## src/rtl/modbus_read_coils_frame_check_defines.svh

```systemverilog
// Assertion macros for the frame checker, included by the frame core module.
`ifndef MODBUS_READ_COILS_FRAME_CHECK_DEFINES_SVH
`define MODBUS_READ_COILS_FRAME_CHECK_DEFINES_SVH

// Same-cycle implication, sampled on clk_i and held off while rst_ni is low.
`define MBRC_ASSERT_IMP(label, ante, cons, msg) \
  label: assert property (@(posedge clk_i) disable iff (!rst_ni) (ante) |-> (cons)) \
    else $error(msg);

// Next-cycle implication, sampled on clk_i and held off while rst_ni is low.
`define MBRC_ASSERT_NXT(label, ante, cons, msg) \
  label: assert property (@(posedge clk_i) disable iff (!rst_ni) (ante) |=> (cons)) \
    else $error(msg);

`endif

```

## src/rtl/mbrc_pkg.sv

```systemverilog
// Types, constants and the CRC function of the read-coils frame checker.
package mbrc_pkg;

  localparam logic [15:0] CRC_INIT      = 16'hFFFF;
  localparam logic [15:0] CRC_POLY      = 16'hA001;
  localparam logic [7:0]  FN_READ_COILS = 8'h01;
  localparam logic [2:0]  CRC_SPAN      = 3'd6;

  localparam logic [2:0] POS_ID      = 3'd0;
  localparam logic [2:0] POS_FN      = 3'd1;
  localparam logic [2:0] POS_ADDR_HI = 3'd2;
  localparam logic [2:0] POS_ADDR_LO = 3'd3;
  localparam logic [2:0] POS_QTY_HI  = 3'd4;
  localparam logic [2:0] POS_QTY_LO  = 3'd5;
  localparam logic [2:0] POS_CRC_1ST = 3'd6;
  localparam logic [2:0] POS_CRC_2ND = 3'd7;

  typedef enum logic [1:0] {
    ST_VALID    = 2'd0,
    ST_CRC_ERR  = 2'd1,
    ST_IGNORED  = 2'd2
  } mbrc_status_e;

  typedef struct packed {
    logic       valid;
    logic [7:0] frame_byte;
    logic       frame_start;
  } mbrc_item_t;

  typedef struct packed {
    logic [7:0]   slave_id;
    logic [7:0]   function_code;
    logic [15:0]  start_address;
    logic [15:0]  coil_quantity;
    logic [15:0]  received_crc;
    mbrc_status_e frame_status;
  } mbrc_result_t;

  // One byte of CRC-16/MODBUS, reflected, processed LSB first.
  function automatic logic [15:0] crc16_byte(input logic [15:0] crc, input logic [7:0] data);
    logic [15:0] c;
    c = crc ^ {8'h00, data};
    for (int k = 0; k < 8; k++) begin
      c = c[0] ? ((c >> 1) ^ CRC_POLY) : (c >> 1);
    end
    return c;
  endfunction

endpackage

```

## src/rtl/mbrc_if.sv

```systemverilog
// Channel interfaces of the read-coils frame checker.
interface mbrc_frame_if;
  logic       valid;
  logic       ready;
  logic [7:0] frame_byte;
  logic       frame_start;
  modport source (output valid, frame_byte, frame_start, input ready);
  modport sink (input valid, frame_byte, frame_start, output ready);
endinterface

interface mbrc_result_if;
  logic        valid;
  logic        ready;
  logic [7:0]  slave_id;
  logic [7:0]  function_code;
  logic [15:0] start_address;
  logic [15:0] coil_quantity;
  logic [15:0] received_crc;
  logic [1:0]  frame_status;
  modport source (output valid, slave_id, function_code, start_address, coil_quantity,
                  received_crc, frame_status, input ready);
  modport sink (input valid, slave_id, function_code, start_address, coil_quantity,
                received_crc, frame_status, output ready);
endinterface

interface mbrc_cfg_if;
  logic valid;
  logic ready;
  logic crc_high_first;
  modport source (output valid, crc_high_first, input ready);
  modport sink (input valid, crc_high_first, output ready);
endinterface

```

## src/rtl/mbrc_in_stage.sv

```systemverilog
// Input register that holds one received byte until the frame core takes it.
module mbrc_in_stage (
  input  logic                clk_i,
  input  logic                rst_ni,
  mbrc_frame_if.sink          frame_i,
  input  logic                take_i,
  output mbrc_pkg::mbrc_item_t item_o
);

  logic       valid_q, valid_d;
  logic [7:0] byte_q;
  logic       start_q;
  logic       accept;

  assign frame_i.ready = !valid_q || take_i;
  assign accept        = frame_i.valid && frame_i.ready;

  always_comb begin
    valid_d = valid_q;
    if (accept) begin
      valid_d = 1'b1;
    end else if (take_i) begin
      valid_d = 1'b0;
    end
  end

  always_ff @(posedge clk_i or negedge rst_ni) begin
    if (!rst_ni) begin
      valid_q <= 1'b0;
    end else begin
      valid_q <= valid_d;
    end
  end

  always_ff @(posedge clk_i) begin
    if (accept) begin
      byte_q  <= frame_i.frame_byte;
      start_q <= frame_i.frame_start;
    end
  end

  assign item_o.valid       = valid_q;
  assign item_o.frame_byte  = byte_q;
  assign item_o.frame_start = start_q;

endmodule

```

## src/rtl/mbrc_frame_core.sv

```systemverilog
// Frame position counter, running CRC, held fields and result decode.
`include "modbus_read_coils_frame_check_defines.svh"

module mbrc_frame_core (
  input  logic                  clk_i,
  input  logic                  rst_ni,
  mbrc_cfg_if.sink              cfg_i,
  input  mbrc_pkg::mbrc_item_t  item_i,
  input  logic                  out_free_i,
  output logic                  take_o,
  output logic                  res_load_o,
  output mbrc_pkg::mbrc_result_t res_o
);

  logic        high_first_q;
  logic [15:0] crc_q, crc_d;
  logic [2:0]  pos_q, pos_d;
  logic [7:0]  id_q, id_d;
  logic [7:0]  fn_q, fn_d;
  logic [15:0] addr_q, addr_d;
  logic [15:0] qty_q, qty_d;
  logic [7:0]  crc1_q, crc1_d;

  logic [2:0]  pos;
  logic [15:0] crc_base;
  logic [15:0] crc_upd;
  logic        last;
  logic [7:0]  b;
  logic [15:0] rx;

  assign cfg_i.ready = 1'b1;

  always_ff @(posedge clk_i or negedge rst_ni) begin
    if (!rst_ni) begin
      high_first_q <= 1'b1;
    end else if (cfg_i.valid) begin
      high_first_q <= cfg_i.crc_high_first;
    end
  end

  assign b        = item_i.frame_byte;
  assign pos      = item_i.frame_start ? mbrc_pkg::POS_ID : pos_q;
  assign crc_base = item_i.frame_start ? mbrc_pkg::CRC_INIT : crc_q;
  assign crc_upd  = mbrc_pkg::crc16_byte(crc_base, b);
  assign last     = (pos == mbrc_pkg::POS_CRC_2ND);

  assign take_o     = item_i.valid && (!last || out_free_i);
  assign res_load_o = item_i.valid && last && out_free_i;

  assign rx = high_first_q ? {crc1_q, b} : {b, crc1_q};

  always_comb begin
    res_o.slave_id      = id_q;
    res_o.function_code = fn_q;
    res_o.start_address = addr_q;
    res_o.coil_quantity = qty_q;
    res_o.received_crc  = rx;
    if (fn_q != mbrc_pkg::FN_READ_COILS) begin
      res_o.frame_status = mbrc_pkg::ST_IGNORED;
    end else if (rx == crc_base) begin
      res_o.frame_status = mbrc_pkg::ST_VALID;
    end else begin
      res_o.frame_status = mbrc_pkg::ST_CRC_ERR;
    end
  end

  always_comb begin
    crc_d  = crc_q;
    pos_d  = pos_q;
    id_d   = id_q;
    fn_d   = fn_q;
    addr_d = addr_q;
    qty_d  = qty_q;
    crc1_d = crc1_q;
    if (take_o) begin
      pos_d = pos + 3'd1;
      if (last) begin
        crc_d = mbrc_pkg::CRC_INIT;
      end else if (pos < mbrc_pkg::CRC_SPAN) begin
        crc_d = crc_upd;
      end else begin
        crc_d = crc_base;
      end
      unique case (pos)
        mbrc_pkg::POS_ID:      id_d   = b;
        mbrc_pkg::POS_FN:      fn_d   = b;
        mbrc_pkg::POS_ADDR_HI: addr_d = {b, 8'h00};
        mbrc_pkg::POS_ADDR_LO: addr_d = {addr_q[15:8], b};
        mbrc_pkg::POS_QTY_HI:  qty_d  = {b, 8'h00};
        mbrc_pkg::POS_QTY_LO:  qty_d  = {qty_q[15:8], b};
        mbrc_pkg::POS_CRC_1ST: crc1_d = b;
        default: ;
      endcase
    end
  end

  always_ff @(posedge clk_i or negedge rst_ni) begin
    if (!rst_ni) begin
      crc_q  <= mbrc_pkg::CRC_INIT;
      pos_q  <= mbrc_pkg::POS_ID;
      id_q   <= '0;
      fn_q   <= '0;
      addr_q <= '0;
      qty_q  <= '0;
      crc1_q <= '0;
    end else begin
      crc_q  <= crc_d;
      pos_q  <= pos_d;
      id_q   <= id_d;
      fn_q   <= fn_d;
      addr_q <= addr_d;
      qty_q  <= qty_d;
      crc1_q <= crc1_d;
    end
  end

  `MBRC_ASSERT_IMP(a_result_only_at_end, res_load_o,
                   (pos_q == mbrc_pkg::POS_CRC_2ND) && !item_i.frame_start,
                   "Result produced away from the last byte of a frame.")
  `MBRC_ASSERT_NXT(a_restart_after_end, take_o && last,
                   (crc_q == mbrc_pkg::CRC_INIT) && (pos_q == mbrc_pkg::POS_ID),
                   "Frame state did not restart after the last byte.")
  `MBRC_ASSERT_NXT(a_start_resyncs, take_o && item_i.frame_start,
                   pos_q == mbrc_pkg::POS_FN,
                   "A start-marked item did not become byte zero.")

endmodule

```

## src/rtl/mbrc_out_reg.sv

```systemverilog
// Output register that holds one result item until the receiver takes it.
module mbrc_out_reg (
  input  logic                   clk_i,
  input  logic                   rst_ni,
  input  logic                   load_i,
  input  mbrc_pkg::mbrc_result_t res_i,
  output logic                   out_free_o,
  mbrc_result_if.source          result_o
);

  logic                   valid_q, valid_d;
  mbrc_pkg::mbrc_result_t res_q;

  assign out_free_o = !valid_q || result_o.ready;

  always_comb begin
    valid_d = valid_q;
    if (load_i) begin
      valid_d = 1'b1;
    end else if (result_o.ready) begin
      valid_d = 1'b0;
    end
  end

  always_ff @(posedge clk_i or negedge rst_ni) begin
    if (!rst_ni) begin
      valid_q <= 1'b0;
    end else begin
      valid_q <= valid_d;
    end
  end

  always_ff @(posedge clk_i) begin
    if (load_i) begin
      res_q <= res_i;
    end
  end

  assign result_o.valid         = valid_q;
  assign result_o.slave_id      = res_q.slave_id;
  assign result_o.function_code = res_q.function_code;
  assign result_o.start_address = res_q.start_address;
  assign result_o.coil_quantity = res_q.coil_quantity;
  assign result_o.received_crc  = res_q.received_crc;
  assign result_o.frame_status  = res_q.frame_status;

endmodule

```

## src/rtl/modbus_read_coils_frame_check.sv

```systemverilog
// Top level of the Modbus read-coils request frame checker.
//
// Bytes of an 8-byte request frame arrive on frame_i, one item per byte; frame_start
// marks byte zero and restarts the count and the CRC. Without the mark the count
// simply runs on and wraps after byte seven.
// After byte seven one result item leaves on result_o with the unit id, function
// code, start address, quantity, the received CRC and a status: valid read coils,
// read coils with a CRC error, or another function that is ignored.
// cfg_i writes the CRC byte order; 1 takes byte six as the high byte, 0 the low one.
// Each byte is registered on entry; the CRC update over eight bits and the field
// capture finish when the frame core takes it from that register. A result is
// loaded into the output register when the core takes its last byte. One byte is
// accepted per cycle, sustained, unless a final byte waits for the output register.
// Reset clears the count, sets the CRC to 0xFFFF, clears the held fields and sets
// the byte order to high first; both channel registers come up empty.
// When the receiver stalls, the finished result waits in the output register while
// the bytes before the final byte of the next frame keep flowing; only that final
// byte waits, and it holds the input until the output register is free.
module modbus_read_coils_frame_check (
  input  logic          clk_i,
  input  logic          rst_ni,
  mbrc_frame_if.sink    frame_i,
  mbrc_cfg_if.sink      cfg_i,
  mbrc_result_if.source result_o
);

  mbrc_pkg::mbrc_item_t   item;
  mbrc_pkg::mbrc_result_t res;
  logic                   take;
  logic                   res_load;
  logic                   out_free;

  mbrc_in_stage u_in_stage (
    .clk_i   (clk_i),
    .rst_ni  (rst_ni),
    .frame_i (frame_i),
    .take_i  (take),
    .item_o  (item)
  );

  mbrc_frame_core u_frame_core (
    .clk_i      (clk_i),
    .rst_ni     (rst_ni),
    .cfg_i      (cfg_i),
    .item_i     (item),
    .out_free_i (out_free),
    .take_o     (take),
    .res_load_o (res_load),
    .res_o      (res)
  );

  mbrc_out_reg u_out_reg (
    .clk_i      (clk_i),
    .rst_ni     (rst_ni),
    .load_i     (res_load),
    .res_i      (res),
    .out_free_o (out_free),
    .result_o   (result_o)
  );

endmodule

```

## src/flat_wrapper.sv

```systemverilog
// flat-port wrapper written by rule: the top's interface ports become plain ports
module modbus_read_coils_frame_check_flat 
  (clk_i, rst_ni, frame_i_valid, frame_i_frame_byte, frame_i_frame_start, frame_i_ready, cfg_i_valid, cfg_i_crc_high_first, cfg_i_ready, result_o_valid, result_o_slave_id, result_o_function_code, result_o_start_address, result_o_coil_quantity, result_o_received_crc, result_o_frame_status, result_o_ready);
  mbrc_frame_if frame_i_i ();
  mbrc_cfg_if cfg_i_i ();
  mbrc_result_if result_o_i ();
  input  logic clk_i;
  input  logic rst_ni;
  input wire logic [$bits(frame_i_i.valid)-1:0] frame_i_valid;
  input wire logic [$bits(frame_i_i.frame_byte)-1:0] frame_i_frame_byte;
  input wire logic [$bits(frame_i_i.frame_start)-1:0] frame_i_frame_start;
  output wire logic [$bits(frame_i_i.ready)-1:0] frame_i_ready;
  input wire logic [$bits(cfg_i_i.valid)-1:0] cfg_i_valid;
  input wire logic [$bits(cfg_i_i.crc_high_first)-1:0] cfg_i_crc_high_first;
  output wire logic [$bits(cfg_i_i.ready)-1:0] cfg_i_ready;
  output wire logic [$bits(result_o_i.valid)-1:0] result_o_valid;
  output wire logic [$bits(result_o_i.slave_id)-1:0] result_o_slave_id;
  output wire logic [$bits(result_o_i.function_code)-1:0] result_o_function_code;
  output wire logic [$bits(result_o_i.start_address)-1:0] result_o_start_address;
  output wire logic [$bits(result_o_i.coil_quantity)-1:0] result_o_coil_quantity;
  output wire logic [$bits(result_o_i.received_crc)-1:0] result_o_received_crc;
  output wire logic [$bits(result_o_i.frame_status)-1:0] result_o_frame_status;
  input wire logic [$bits(result_o_i.ready)-1:0] result_o_ready;
  assign frame_i_i.valid = frame_i_valid;
  assign frame_i_i.frame_byte = frame_i_frame_byte;
  assign frame_i_i.frame_start = frame_i_frame_start;
  assign frame_i_ready = frame_i_i.ready;
  assign cfg_i_i.valid = cfg_i_valid;
  assign cfg_i_i.crc_high_first = cfg_i_crc_high_first;
  assign cfg_i_ready = cfg_i_i.ready;
  assign result_o_valid = result_o_i.valid;
  assign result_o_slave_id = result_o_i.slave_id;
  assign result_o_function_code = result_o_i.function_code;
  assign result_o_start_address = result_o_i.start_address;
  assign result_o_coil_quantity = result_o_i.coil_quantity;
  assign result_o_received_crc = result_o_i.received_crc;
  assign result_o_frame_status = result_o_i.frame_status;
  assign result_o_i.ready = result_o_ready;
  modbus_read_coils_frame_check u_core (.clk_i(clk_i), .rst_ni(rst_ni), .frame_i(frame_i_i), .cfg_i(cfg_i_i), .result_o(result_o_i));
endmodule
```

## config.mk

```make
export PLATFORM = sky130hd
export DESIGN_NAME = modbus_read_coils_frame_check_flat
export DESIGN_NICKNAME = d
export VERILOG_FILES = /design/src/rtl/mbrc_pkg.sv /design/src/rtl/mbrc_if.sv /design/src/rtl/mbrc_in_stage.sv /design/src/rtl/mbrc_frame_core.sv /design/src/rtl/mbrc_out_reg.sv /design/src/rtl/modbus_read_coils_frame_check.sv /design/src/flat_wrapper.sv
export VERILOG_INCLUDE_DIRS = /design/src /design/src/rtl
export SDC_FILE = /design/constraint.sdc
export NUM_CORES = 1
export LEC_CHECK = 0
export ABC_AREA = 1
export BUFFER_PORTS_ARGS = -buffer_cell sky130_fd_sc_hd__buf_2
export CAP_MARGIN = 15
export CORE_ASPECT_RATIO = 1.1
export CORE_UTILIZATION = 52
export DETAILED_ROUTE_END_ITERATION = 12
export PLACE_DENSITY = 0.76
export SETUP_SLACK_MARGIN = 0.2
export SYNTH_ARGS = -nofsm -noshare
export SYNTH_HDL_FRONTEND = slang
export SYNTH_HIERARCHICAL = 1
export SYNTH_SLANG_ARGS = --single-unit
```

## constraint.sdc

```tcl
create_clock -name clk_i -period 6.45 [get_ports clk_i]
set_input_delay 1.6125 -clock clk_i [delete_from_list [all_inputs] [get_ports clk_i]]
set_output_delay 1.6125 -clock clk_i [all_outputs]
set_load 0.03 [all_outputs]
```

After elaboration in Yosys (flattened, before gate mapping)
Cells that the tools add are included.
- multiply operators: 0
- div/mod/pow operators: 0
- magnitude comparators: 1
- shifts and indexed selects: 0
- add/sub/neg operators: 1
- eq/ne operators: 9
- multiplexer cells: 20
- bitwise gates (word level): 11
- reductions and logical operators: 22
- operator list (cell ; number):
    16-bit 2-to-1 mux ; 12
    16-bit one-hot mux with 2 select lines ; 2
    2-bit inverter with 3-bit output ; 8
    16-bit == test ; 1
    16-bit by 8-bit bitwise XOR with 16-bit output ; 1
    3-bit == test (second input constant) ; 4
    2-bit AND reduction ; 5
    8-bit by 1-bit inequality test with 1-bit output (second input constant) ; 1
    2-bit nonzero test ; 4
    3-bit by 2-bit == test with 1-bit output (second input constant) ; 2
    3-bit AND reduction ; 2
    1-bit 2-to-1 mux ; 5
    1-bit logical AND ; 4
    3-bit by 1-bit adder with 3-bit output (second input constant) ; 1
    3-bit by 1-bit == test with 1-bit output (second input constant) ; 1
    1-bit logical NOT ; 3
    3-bit logical NOT ; 1
    1-bit logical OR ; 3
    3-bit < comparator (second input constant) ; 1
    3-bit 2-to-1 mux ; 1
    1-bit inverter ; 2
- input port bits: 15
- RAM bits: 0
- logic and storage cells: 84
- bits in read-only memories: 0
- memories: 0
- register bits after elaboration: 153
- latch bits: 0
- output and inout bits: 69

Depth between registers and ports, before layout
Gate-level depths: netlist (run 1).
- depth after elaboration: 20
- mapped depth: 17
- depth with buffers taken out: 15

By module
Netlist (run 1), hierarchy kept.
- by module, submodules not included (module ; sequential area each (sq um) ; cells each ; area each (sq um) ; instances):
    mbrc_frame_core ; 1923.1 ; 484 ; 4041.4 ; 1
    mbrc_out_reg ; 2006.9 ; 71 ; 2026.9 ; 1
    mbrc_in_stage ; 295.3 ; 17 ; 330.3 ; 1

Least setup slack after synthesis (run 1)
OpenSTA, ideal clock, no wires.
- kind: input -> register
- from: input result_o_ready
- to: register u_core.u_out_reg.res_q, in the netlist u_core/u_out_reg/result_o.coil_quantity[0] (enable)
- required time: 5.876 ns
- setup time: 0.574 ns
- stages: 4
- arrival time: 6.354 ns
- setup slack: -0.478 ns
- buffers on the path: 0
- cell sequence: inv_1 -> nand2_2 -> inv_1 -> nor3_1
- cells in the longest elaborated chain, start to end: 2
- ends and longest elaborated chain (element ; line ; text):
    from (decl) ; flat_wrapper.sv:23 ; input wire logic [$bits(result_o_i.ready)-1:0] result_o_ready;
    1-bit logical OR ; mbrc_out_reg.sv:14 ; assign out_free_o = !valid_q || result_o.ready;
    named net u_core.out_free ; modbus_read_coils_frame_check.sv:31 ; logic out_free;
    1-bit logical AND ; mbrc_frame_core.sv:48 ; assign res_load_o = item_i.valid && last && out_free_i;
    named net u_core.res_load ; modbus_read_coils_frame_check.sv:30 ; logic res_load;
    to (signal assigned) ; mbrc_out_reg.sv:35 ; res_q <= res_i;
    to (decl) ; mbrc_out_reg.sv:12 ; mbrc_pkg::mbrc_result_t res_q;
The timed path passes the listed nets, and every way through them passes these cells.
A chain may end at the register's enable or synchronous reset.

Worst setup path in the final report (run 1)
- from: register u_core.u_in_stage.start_q
- to: output frame_i_ready
- cells in the longest elaborated chain, start to end: 6
- ends and longest elaborated chain (element ; line ; text):
    from (decl) ; mbrc_in_stage.sv:12 ; logic start_q;
    from (signal assigned) ; mbrc_in_stage.sv:38 ; start_q <= frame_i.frame_start;
    3-bit 2-to-1 mux ; mbrc_frame_core.sv:42 ; assign pos = item_i.frame_start ? mbrc_pkg::POS_ID : pos_q;
    3-bit == test ; mbrc_frame_core.sv:45 ; assign last = (pos == mbrc_pkg::POS_CRC_2ND);
    1-bit logical NOT ; mbrc_frame_core.sv:47 ; assign take_o = item_i.valid && (!last || out_free_i);
    1-bit logical OR ; mbrc_frame_core.sv:47 ;
    1-bit logical AND ; mbrc_frame_core.sv:47 ;
    named net u_core.take ; modbus_read_coils_frame_check.sv:29 ; logic take;
    1-bit logical OR ; mbrc_in_stage.sv:15 ; assign frame_i.ready = !valid_q || take_i;
    to (decl) ; flat_wrapper.sv:12 ; output wire logic [$bits(frame_i_i.ready)-1:0] frame_i_ready;
The timed path passes the listed nets, and every way through them passes these cells.

==> results.md, run 1 <==
* Setup_tns at 0 ns
* Cell mode on critical path: ha_1
* CTS clock-pin slew for the worst setup and hold paths at roughly 0.060 ns
* RSZ-0062 raised after global routing: false
* GRT Total Usage at 0.224
* IO Count at 84
* Hold_sp: u_core/u_frame_core/id_q[5]
* Via/cell ratio at between 5 and 6
* Pin count of the biggest net entering global routing at just under 80
* Max Slew Vio Count at 0
* Sum of buffers and inverters on the critical path at 2
* Grt ovf at 0
* Mapped Cells at approximately 570
* PortBufs at between 80 and 90
* First-pass GRT wire length at roughly 21 mm
* Mapped cell area at about 6400 um^2
* Area Growth Syn to Fin at 17.0%
* Worst R2R Setup Slack at slightly below 3 ns
* Final wirelength at ~13 mm
* Row cnt at 42
* Synth area leaders: edfxtp_1, dfrtp_1, nand2_1
* Worst R2R Path Depth at 6
* Pwr/cell area at 367 nW/um^2
* Most frequent cells in the layout: nand2_1, buf_2, edfxtp_1, dfrtp_1, o21ai_0
* CP Class: reg -> out
* Worst hold path type: reg -> reg
* Sw Share at 0.289
* Die X at 108 um
* Total number of vias at approximately 4500
* Net Sw Power at between 0.7 and 0.8 mW
* Largest area contributor in the synthesized netlist: edfxtp_1
* CP arrival at 3.11 ns
* Crit. End Element: primary output
* Chip height at between 100 and 150 um
* Total Nets Final at 675
* #FFs+latches synth at about 150
* Max transition margin at 0.313
* Antenna cells at 0
* Int Pwr at 1.95 mW
* Clock share of power at 0.346
* Vias in the first global route at between 4000 and 5000
* R2r startpoint: u_core/u_in_stage/start_q
* Hpwl dp at about 9.2 mm
* Post-synth top area share at 0.352
* Fillers at ~910
* Critical path peak fanout at 19
* DR DRC count at 0
* Main synth FF type: edfxtp_1
* Final Cell Area at roughly 7500 um^2
* Area occupied by registers at between 4000 and 5000 um^2
* Distinct cells, synth at 43
* Comb pwr share at 0.159
* Crit path max-delay family: flip-flops
* Hold Path End: u_core/u_out_reg/result_o.slave_id[5]
* Worst Setup Start Kind: register
* Synth Area per Inst at 11.2 um^2
* PostCTS Resize Cnt at 0
* Register share of total power at 0.495
* Postcts setup bufs at 0
* Max Cap Viol at 0
* Detailed Route Iter0 Violations at roughly 430
* Worst slew pin tran at around 1 ns
* FFs w/ async S/R, synth at 0.510
* CTS root buf: clkbuf_16
* Clk sinks at roughly 150
* Final ANT Viol Nets at 0
* Tmin final at between 4 and 5 ns
* CTS Hold Buffers Added at 0
* Num CTS Buffers at 17
* Period utilization at 0.733
* Drt first pass iters at 7
* Placed cell areas at 6910 um^2
* Number of enable flip-flop cells after synthesis at between 70 and 80
* Synthesized Nets at just under 600
* IR drop worst, VDD at 0.162 mV
* Clk buf depth at 2
* Cell Chain, Critical Path: nor2_1 -> ha_1 -> ha_1 -> a21oi_4 -> inv_1 -> nand2_1 -> buf_2
* Drt wl/cell at roughly 16 um
* Clock Skew at 0.00604 ns
* Fmax at roughly 210 MHz
* CP required at about 4.8 ns
* Post-synthesis sequential area ratio at 0.660
* CP max-delay cell: edfxtp_1
* H-tree depth at 4
* CTS tree: done
* Core area at roughly 12000 um^2
* Status: complete, no violations
* Final setup fails at 0
* Reg2reg end: u_core/u_in_stage/byte_q[7]
* Clk_lat worst skew at about 0.42 ns
* LEAKAGE at ~3.2 nW
* Final hold viol count at 0
* Initial core utilization at 0.532
* Most common cell after layout, fill and taps aside: nand2_1
* Antenna violations before repair at 0
* Slowest cell delay on critical path at about 1 ns
* Area of the multi-input gates at approximately 1800 um^2
* YS warnings at 6
* Die area at roughly 13000 um^2
* Final Wtd Congestion at 0.924
* Hold depth at 0
* Share of cells above drive strength 1 at 0.268
-- synth_stat cells (2+ instances only) --
library cell  instances
nand2_1             120
edfxtp_1             75
dfrtp_1              61
o21ai_0              54
inv_1                47
a21oi_1              26
nor2_1               25
nand3_1              21
dfstp_2              17
nand2_2              13
o22ai_1              12
xor2_1               12
buf_2                 9
o21ai_1               9
clkbuf_1              7
ha_1                  6
inv_2                 6
a22oi_1               5
or2_2                 5
buf_4                 4
nand3_2               4
nand2_4               3
nor2_4                3
nor3_1                3
nor4_1                3
xnor2_1               3
nor2_2                2
xor2_2                2
-- how the worst max path moves through the flow --
stage / start / end / cells past startpoint / slack, ns
3_5_place_dp: result_o_ready / frame_i_ready / 8 / 2.13
5_1_grt: u_core/u_in_stage/start_q / frame_i_ready / 7 / 1.53
6_report: u_core/u_in_stage/start_q / frame_i_ready / 7 / 1.72
2_1_floorplan: result_o_ready / u_core/u_out_reg/result_o.coil_quantity[0] / 4 / 1.58
3_3_place_gp: result_o_ready / frame_i_ready / 8 / 2.15
4_1_cts: u_core/u_in_stage/start_q / frame_i_ready / 7 / 1.71
-- per-layer routing --
metal / wire length [um] / vias to the layer above / part of all wire / global-route usage
met5: 0 / - / 0 / 0
met4: 397 / 0 / 0.029 / 0.104
met3: 912 / 32 / 0.068 / 0.0546
met2: 6630 / 204 / 0.49 / 0.349
met1: 5540 / 2172 / 0.41 / 0.296
li1: - / 2087 / - / -
-- power groups by stage --
stage	clock network [mW]	registers, mW	logic, mW
4_1_cts	0.966	1.36	0.436
3_3_place_gp	0	1.36	0.397
5_1_grt	1.01	1.38	0.487
3_5_place_dp	0	1.38	0.427
2_1_floorplan	0	1.33	0.337
6_report	0.951	1.36	0.437
-- stage by stage --
step / instances / hold slack (ns) / worst slack, ns / utilization / power, mW
after floorplan: 572 / 0.425 / 1.58 / - / 1.67
after global placement: 789 / 0.432 / 2.15 / 0.574 / 1.76
after detailed placement: 789 / 0.431 / 2.13 / 0.574 / 1.80
after CTS: 821 / 0.447 / 1.71 / 0.622 / 2.76
after global routing: 821 / 0.460 / 1.53 / 0.622 / 2.88
final: 821 / 0.445 / 1.72 / 0.622 / 2.75
-- logic make-up after synthesis --
logic type | share of synthesized area
AND/OR/NAND/NOR | 0.155
flip-flops | 0.660
AO/OA/AOI/OAI | 0.0939
buffers and inverters | 0.0530
XOR/XNOR | 0.0256
adder cells (fa/ha/maj) | 0.0117
other | 0.000586
-- sequential cells by signal (all words and copies together) (netlist names) --
signal                                   flops
u_core/u_frame_core/addr_q                  16
u_core/u_frame_core/crc1_q                   8
u_core/u_frame_core/crc_q                   16
u_core/u_frame_core/fn_q                     8
u_core/u_frame_core/high_first_q             1
u_core/u_frame_core/id_q                     8
u_core/u_frame_core/pos_q                    3
u_core/u_frame_core/qty_q                   16
u_core/u_in_stage/byte_q                     8
u_core/u_in_stage/start_q                    1
u_core/u_in_stage/valid_q                    1
u_core/u_out_reg/result_o.coil_quantity     16
u_core/u_out_reg/result_o.frame_status       2
u_core/u_out_reg/result_o.function_code      8
u_core/u_out_reg/result_o.received_crc      16
u_core/u_out_reg/result_o.slave_id           8
u_core/u_out_reg/result_o.start_address     16
u_core/u_out_reg/result_o.valid              1
-- layout make-up --
| class | instances | area share |
|---|---|---|
| clock inverter | 13 | 0.0179 |
| multi-input combinational | 342 | 0.247 |
| tap | 154 | 0.0257 |
| sequential | 153 | 0.565 |
| inverter | 55 | 0.0283 |
| clock buffer | 19 | 0.0592 |
| timing repair buffer | 85 | 0.0578 |
No activity file was read; power rests on OpenSTA's default activity.
==> inputs of run 2 (changes only) <==
Clock period 6.45 ns to 4.2 ns, I/O delays scaled along.
==> run 2 against run 1 <==
Utilization grew 0.31 points. Critical path depth grew 1. Total power grew 57%. Critical endpoint unchanged. Sequential share of layout area shrank 0.28 points. Via count shrank 0.38%. First-iteration DRC count shrank 28%. Final area grew 0.50%. Clock power grew 64%.
==> results.md, run 2 (same netlist as run 1, synthesis figures left out) <==
* Status: complete, no violations
* Clk_lat worst skew at between 0.4 and 0.5 ns
* Worst Setup Start Kind: register
* CTS root buf: clkbuf_16
* Final hold viol count at 0
* Final wirelength at between 10 and 15 mm
* CTS tree: done
* Detailed Route Iter0 Violations at slightly above 300
* Drt wl/cell at between 15 and 20 um
* RSZ-0062 raised after global routing: false
* Setup_tns at 0 ns
* Core area at ~12000 um^2
* Row cnt at 42
* Most frequent cells in the layout: nand2_1, buf_2, edfxtp_1, dfrtp_1, o21ai_0
* Max Slew Vio Count at 0
* Fillers at roughly 930
* CTS clock-pin slew for the worst setup and hold paths at ~0.070 ns
* Worst R2R Setup Slack at 1.24 ns
* Area Growth Syn to Fin at 17.6%
* H-tree depth at 4
* Total number of vias at approximately 4500
* Hpwl dp at roughly 9.0 mm
* Final Wtd Congestion at 0.836
* Hold Slack at 0.445 ns
* Final ANT Viol Nets at 0
* CP arrival at 2.60 ns
* Vias in the first global route at 4419
* Num CTS Buffers at 17
* Max Cap Viol at 0
* Period utilization at 0.868
* PortBufs at 82
* Max transition margin at 0.328
* Antenna cells at 0
* Chip height at 118 um
* Clk sinks at ~150
* Postcts setup bufs at 0
* DR DRC count at 0
* LEAKAGE at about 3.3 nW
* PostCTS Resize Cnt at 0
* DR WL met2 at between 6 and 7 mm
* Max Used Layer: met4
* Most common cell after layout, fill and taps aside: nand2_1
* Pwr/cell area at 575 nW/um^2
* Clock Skew at roughly 0.0068 ns
* Routed wl met3 at ~800 um
* Fmax at between 200 and 300 MHz
* Pin count of the biggest net entering global routing at 79
* Worst slew pin tran at just over 1 ns
* CTS Hold Buffers Added at 0
* Routed length on met1 at slightly below 6 mm
* Clk buf depth at 2
* Critical path peak fanout at 19
* Die area at between 10000 and 15000 um^2
* First-pass GRT wire length at roughly 22 mm
* Crit. End Element: primary output
* Drt first pass iters at 6
* Placed Cells at around 790
* Die X at around 110 um
* Worst hold path type: reg -> reg
* Share of cells above drive strength 1 at 0.270
* Total Nets Final at ~680
* Grt ovf at 0
* IO Count at 84
* Via/cell ratio at 5.45
* Tmin final at approximately 3.6 ns
* Initial core utilization at 0.532
* CP Class: reg -> out
* IR drop worst, VDD at ~0.29 mV
* Post-route insts no fill at 821
* CP required at around 3.2 ns
* Antenna violations before repair at 0
* Final setup fails at 0
* GRT Total Usage at 0.235
==> run 2: cell types whose count changed in the layout (fill, tap and decap cells not counted) <==
cell,before,now
buf_2,82,81
buf_4,3,4
bufinv_16,1,2
clkbuf_1,1,0
clkbuf_8,1,0
clkinv_2,0,1
clkinv_4,3,2
clkinv_8,0,1
clkinvlp_4,3,1
inv_6,6,5
inv_8,1,4
==> run 2: critical path, cell delays in order, from the launching register on <==
cell and delay, ns:
edfxtp_1 0.34, buf_4 0.32, nor2_1 0.14, ha_1 0.26, ha_1 0.27, a21oi_4 0.43
inv_1 0.11, nand2_1 0.09, buf_2 0.19
==> run 2: through the flow <==
step	area [um^2]	util	power [mW]	worst slack [ns]
finish	7520	0.625	4.33	0.554
global route	7520	0.625	4.52	0.364
CTS	7520	0.625	4.34	0.540
detailed placement	6910	0.574	2.76	1.02
global placement	6910	0.574	2.71	1.03
floorplan	6410	-	2.57	0.668
==> run 2: path summary, 6_finish.rpt <==
kind | endpoint | cells past startpoint | from
setup / recovery | frame_i_ready | 8 | u_core/u_in_stage/start_q
hold / removal | u_core/u_out_reg/result_o.slave_id[7] | 0 | u_core/u_frame_core/id_q[7]
setup reg to reg | u_core/u_in_stage/byte_q[4] | 7 | u_core/u_in_stage/start_q
hold reg to reg | u_core/u_out_reg/result_o.slave_id[7] | 0 | u_core/u_frame_core/id_q[7]
max in group asynchronous | u_core/u_frame_core/qty_q[6] | 1 | rst_ni
min in group asynchronous | u_core/u_frame_core/crc1_q[3] | 1 | rst_ni
==> run 2: area by class of cell <==
class	instances	area [um^2]	area share
clock buffers	17	425	0.0566
clock inverters	15	186	0.0248
inverters	55	211	0.0281
multi-input cells	342	1850	0.245
flip-flops and latches	153	4230	0.562
well taps	154	193	0.0256
repair buffers	85	435	0.0579
==> run 2: where the power goes <==
group          switching [mW]  total [mW]  internal, mW  leakage, nW
combinational           0.437       0.679         0.242         1.32
sequential              0.174        2.09          1.91         1.64
clock                   0.660        1.56         0.903        0.299
total                    1.27        4.33          3.06         3.26
==> run 2: metal layers <==
metal,up-vias,GRT usage
met1,2166,0.311
met4,0,0.125
li1,2080,-
met5,-,0
met2,197,0.369
met3,35,0.0414
==> inputs of run 3 (changes only) <==
Clock period 4.2 ns to 3 ns, I/O delays scaled along.
==> run 3 against run 2 <==
Sequential power rose by 40%. First-iteration DRC count rose by 22%. Flip-flop and latch count did not move.
==> results.md, run 3 (same netlist as run 1, synthesis figures left out) <==
* Worst slew pin tran at slightly below 0.7 ns
* H-tree depth at 4
* Worst Setup Start Kind: register
* Core area at 12000 um^2
* Detailed Route Iter0 Violations at 378
* Max transition margin at 0.550
* Final Wtd Congestion at ~0.86
* RSZ-0062 raised after global routing: false
* Via/cell ratio at roughly 5.4
* Final wirelength at 13.7 mm
* GRT Total Usage at 0.229
* IO Count at 84
* CP Class: reg -> out
* Final setup fails at 0
* Clk buf depth at 2
* Antenna violations before repair at 0
* Vias in the first global route at ~4300
* Final hold viol count at 0
* Placed Cells at 792
* LEAKAGE at around 3.3 nW
* Initial core utilization at 0.532
* IR drop worst, VDD at roughly 0.38 mV
* CP required at between 2 and 2.5 ns
* PortBufs at 82
* Hold Slack at ~0.30 ns
* Most common cell after layout, fill and taps aside: nand2_1
* Fmax at between 300 and 400 MHz
* Clk sinks at 153
* Total Nets Final at 681
* Die area at about 13000 um^2
* DR DRC count at 0
* Tot Pwr at roughly 6.0 mW
* Grt ovf at 0
* Post-route insts no fill at between 800 and 900
* Max Slew Vio Count at 0
* Worst hold path type: in -> async
* Total number of vias at 4485
* Pwr/cell area at ~780 nW/um^2
* Worst R2R Path Depth at 10
* Num CTS Buffers at 17
* CTS tree: done
* CTS root buf: clkbuf_16
* Tmin final at 2.59 ns
* Final ANT Viol Nets at 0
* CTS clock-pin slew for the worst setup and hold paths at 0.06 ns
* Dpl ws at 0.540 ns
* Drt first pass iters at 6
* Crit. End Element: primary output
* Drt wl/cell at around 17 um
* Final setup margin at between 0.4 and 0.5 ns
* Hpwl dp at 9.20 mm
* Status: complete, no violations
* Clk_lat worst skew at 0.42 ns
* Most frequent cells in the layout: nand2_1, buf_2, edfxtp_1, dfrtp_1, o21ai_0
* Chip height at 118 um
* CP arrival at approximately 1.8 ns
* Antenna cells at 0
* Final core occ at 0.631
* First-pass GRT wire length at about 22 mm
* Critical path peak fanout at 4
* Die X at around 110 um
* PostCTS Resize Cnt at 0
* Share of cells above drive strength 1 at 0.282
* Row cnt at 42
* Area Growth Syn to Fin at 18.7%
* Pin count of the biggest net entering global routing at between 60 and 70
* Clock Skew at slightly above 0.008 ns
* Period utilization at 0.863
* Max Cap Viol at 0
==> run 3: cell types whose count changed in the layout (fill, tap and decap cells not counted), moves of 2 or more <==
cell    change
ha_4        +2
nor2_4      +2
buf_12      +2
inv_8       -2
buf_4       +3
ha_1        -2
nor2_1      -2
==> run 3: what timing repair did <==
action,in CTS,in global routing
hold buffers,0,0
pin swaps,0,1
setup buffers,1,2
endpoints found under the setup margin,1,1
==> run 3: area by class of cell <==
type	instances	area, um^2
Inverter	55	211
Sequential cell	153	4230
Clock buffer	19	443
Tap cell	154	193
Timing Repair Buffer	91	503
Multi-Input combinational cell	342	1890
Fill cell	931	4440
Clock inverter	13	134
==> run 3: layer usage <==
layer | global-route usage | vias to the layer above | wire length, um
met4 | 0.102 | 0 | 358
met5 | 0 | - | 0
met2 | 0.369 | 198 | 6790
met1 | 0.301 | 2168 | 5540
li1 | - | 2094 | -
met3 | 0.0430 | 25 | 1010
==> run 3: final timing paths <==
kind | from | to | slack (ns)
max | u_core/u_in_stage/start_q | frame_i_ready | 0.41
min in group clk_i | u_core/u_frame_core/addr_q[9] | u_core/u_out_reg/result_o.start_address[9] | 0.45
max reg2reg | u_core/u_in_stage/start_q | u_core/u_frame_core/addr_q[12] | 0.76
max in group asynchronous | rst_ni | u_core/u_frame_core/crc_q[14] | 1.88
min | rst_ni | u_core/u_frame_core/id_q[1] | 0.30
min reg2reg | u_core/u_frame_core/addr_q[9] | u_core/u_out_reg/result_o.start_address[9] | 0.45
==> run 3: worst max-delay path, cell delays in order, from the launching register on <==
cell,delay [ns]
edfxtp_1,0.42
buf_12,0.16
nor2_4,0.13
ha_4,0.17
ha_4,0.16
a21oi_4,0.06
inv_1,0.07
nand2_1,0.06
buf_2,0.18
==> run 3: stage by stage <==
step | TNS [ns] | instance area (um^2)
floorplan | -19.47 | 6460
global placement | 0 | 6980
detailed placement | 0 | 6980
CTS | 0 | 7580
global route | 0 | 7590
finish | 0 | 7590
==> run 3: power by group <==
part	internal (mW)	switching (mW)
clock	1.19	0.874
sequential	2.68	0.247
combinational	0.352	0.621
total	4.22	1.74
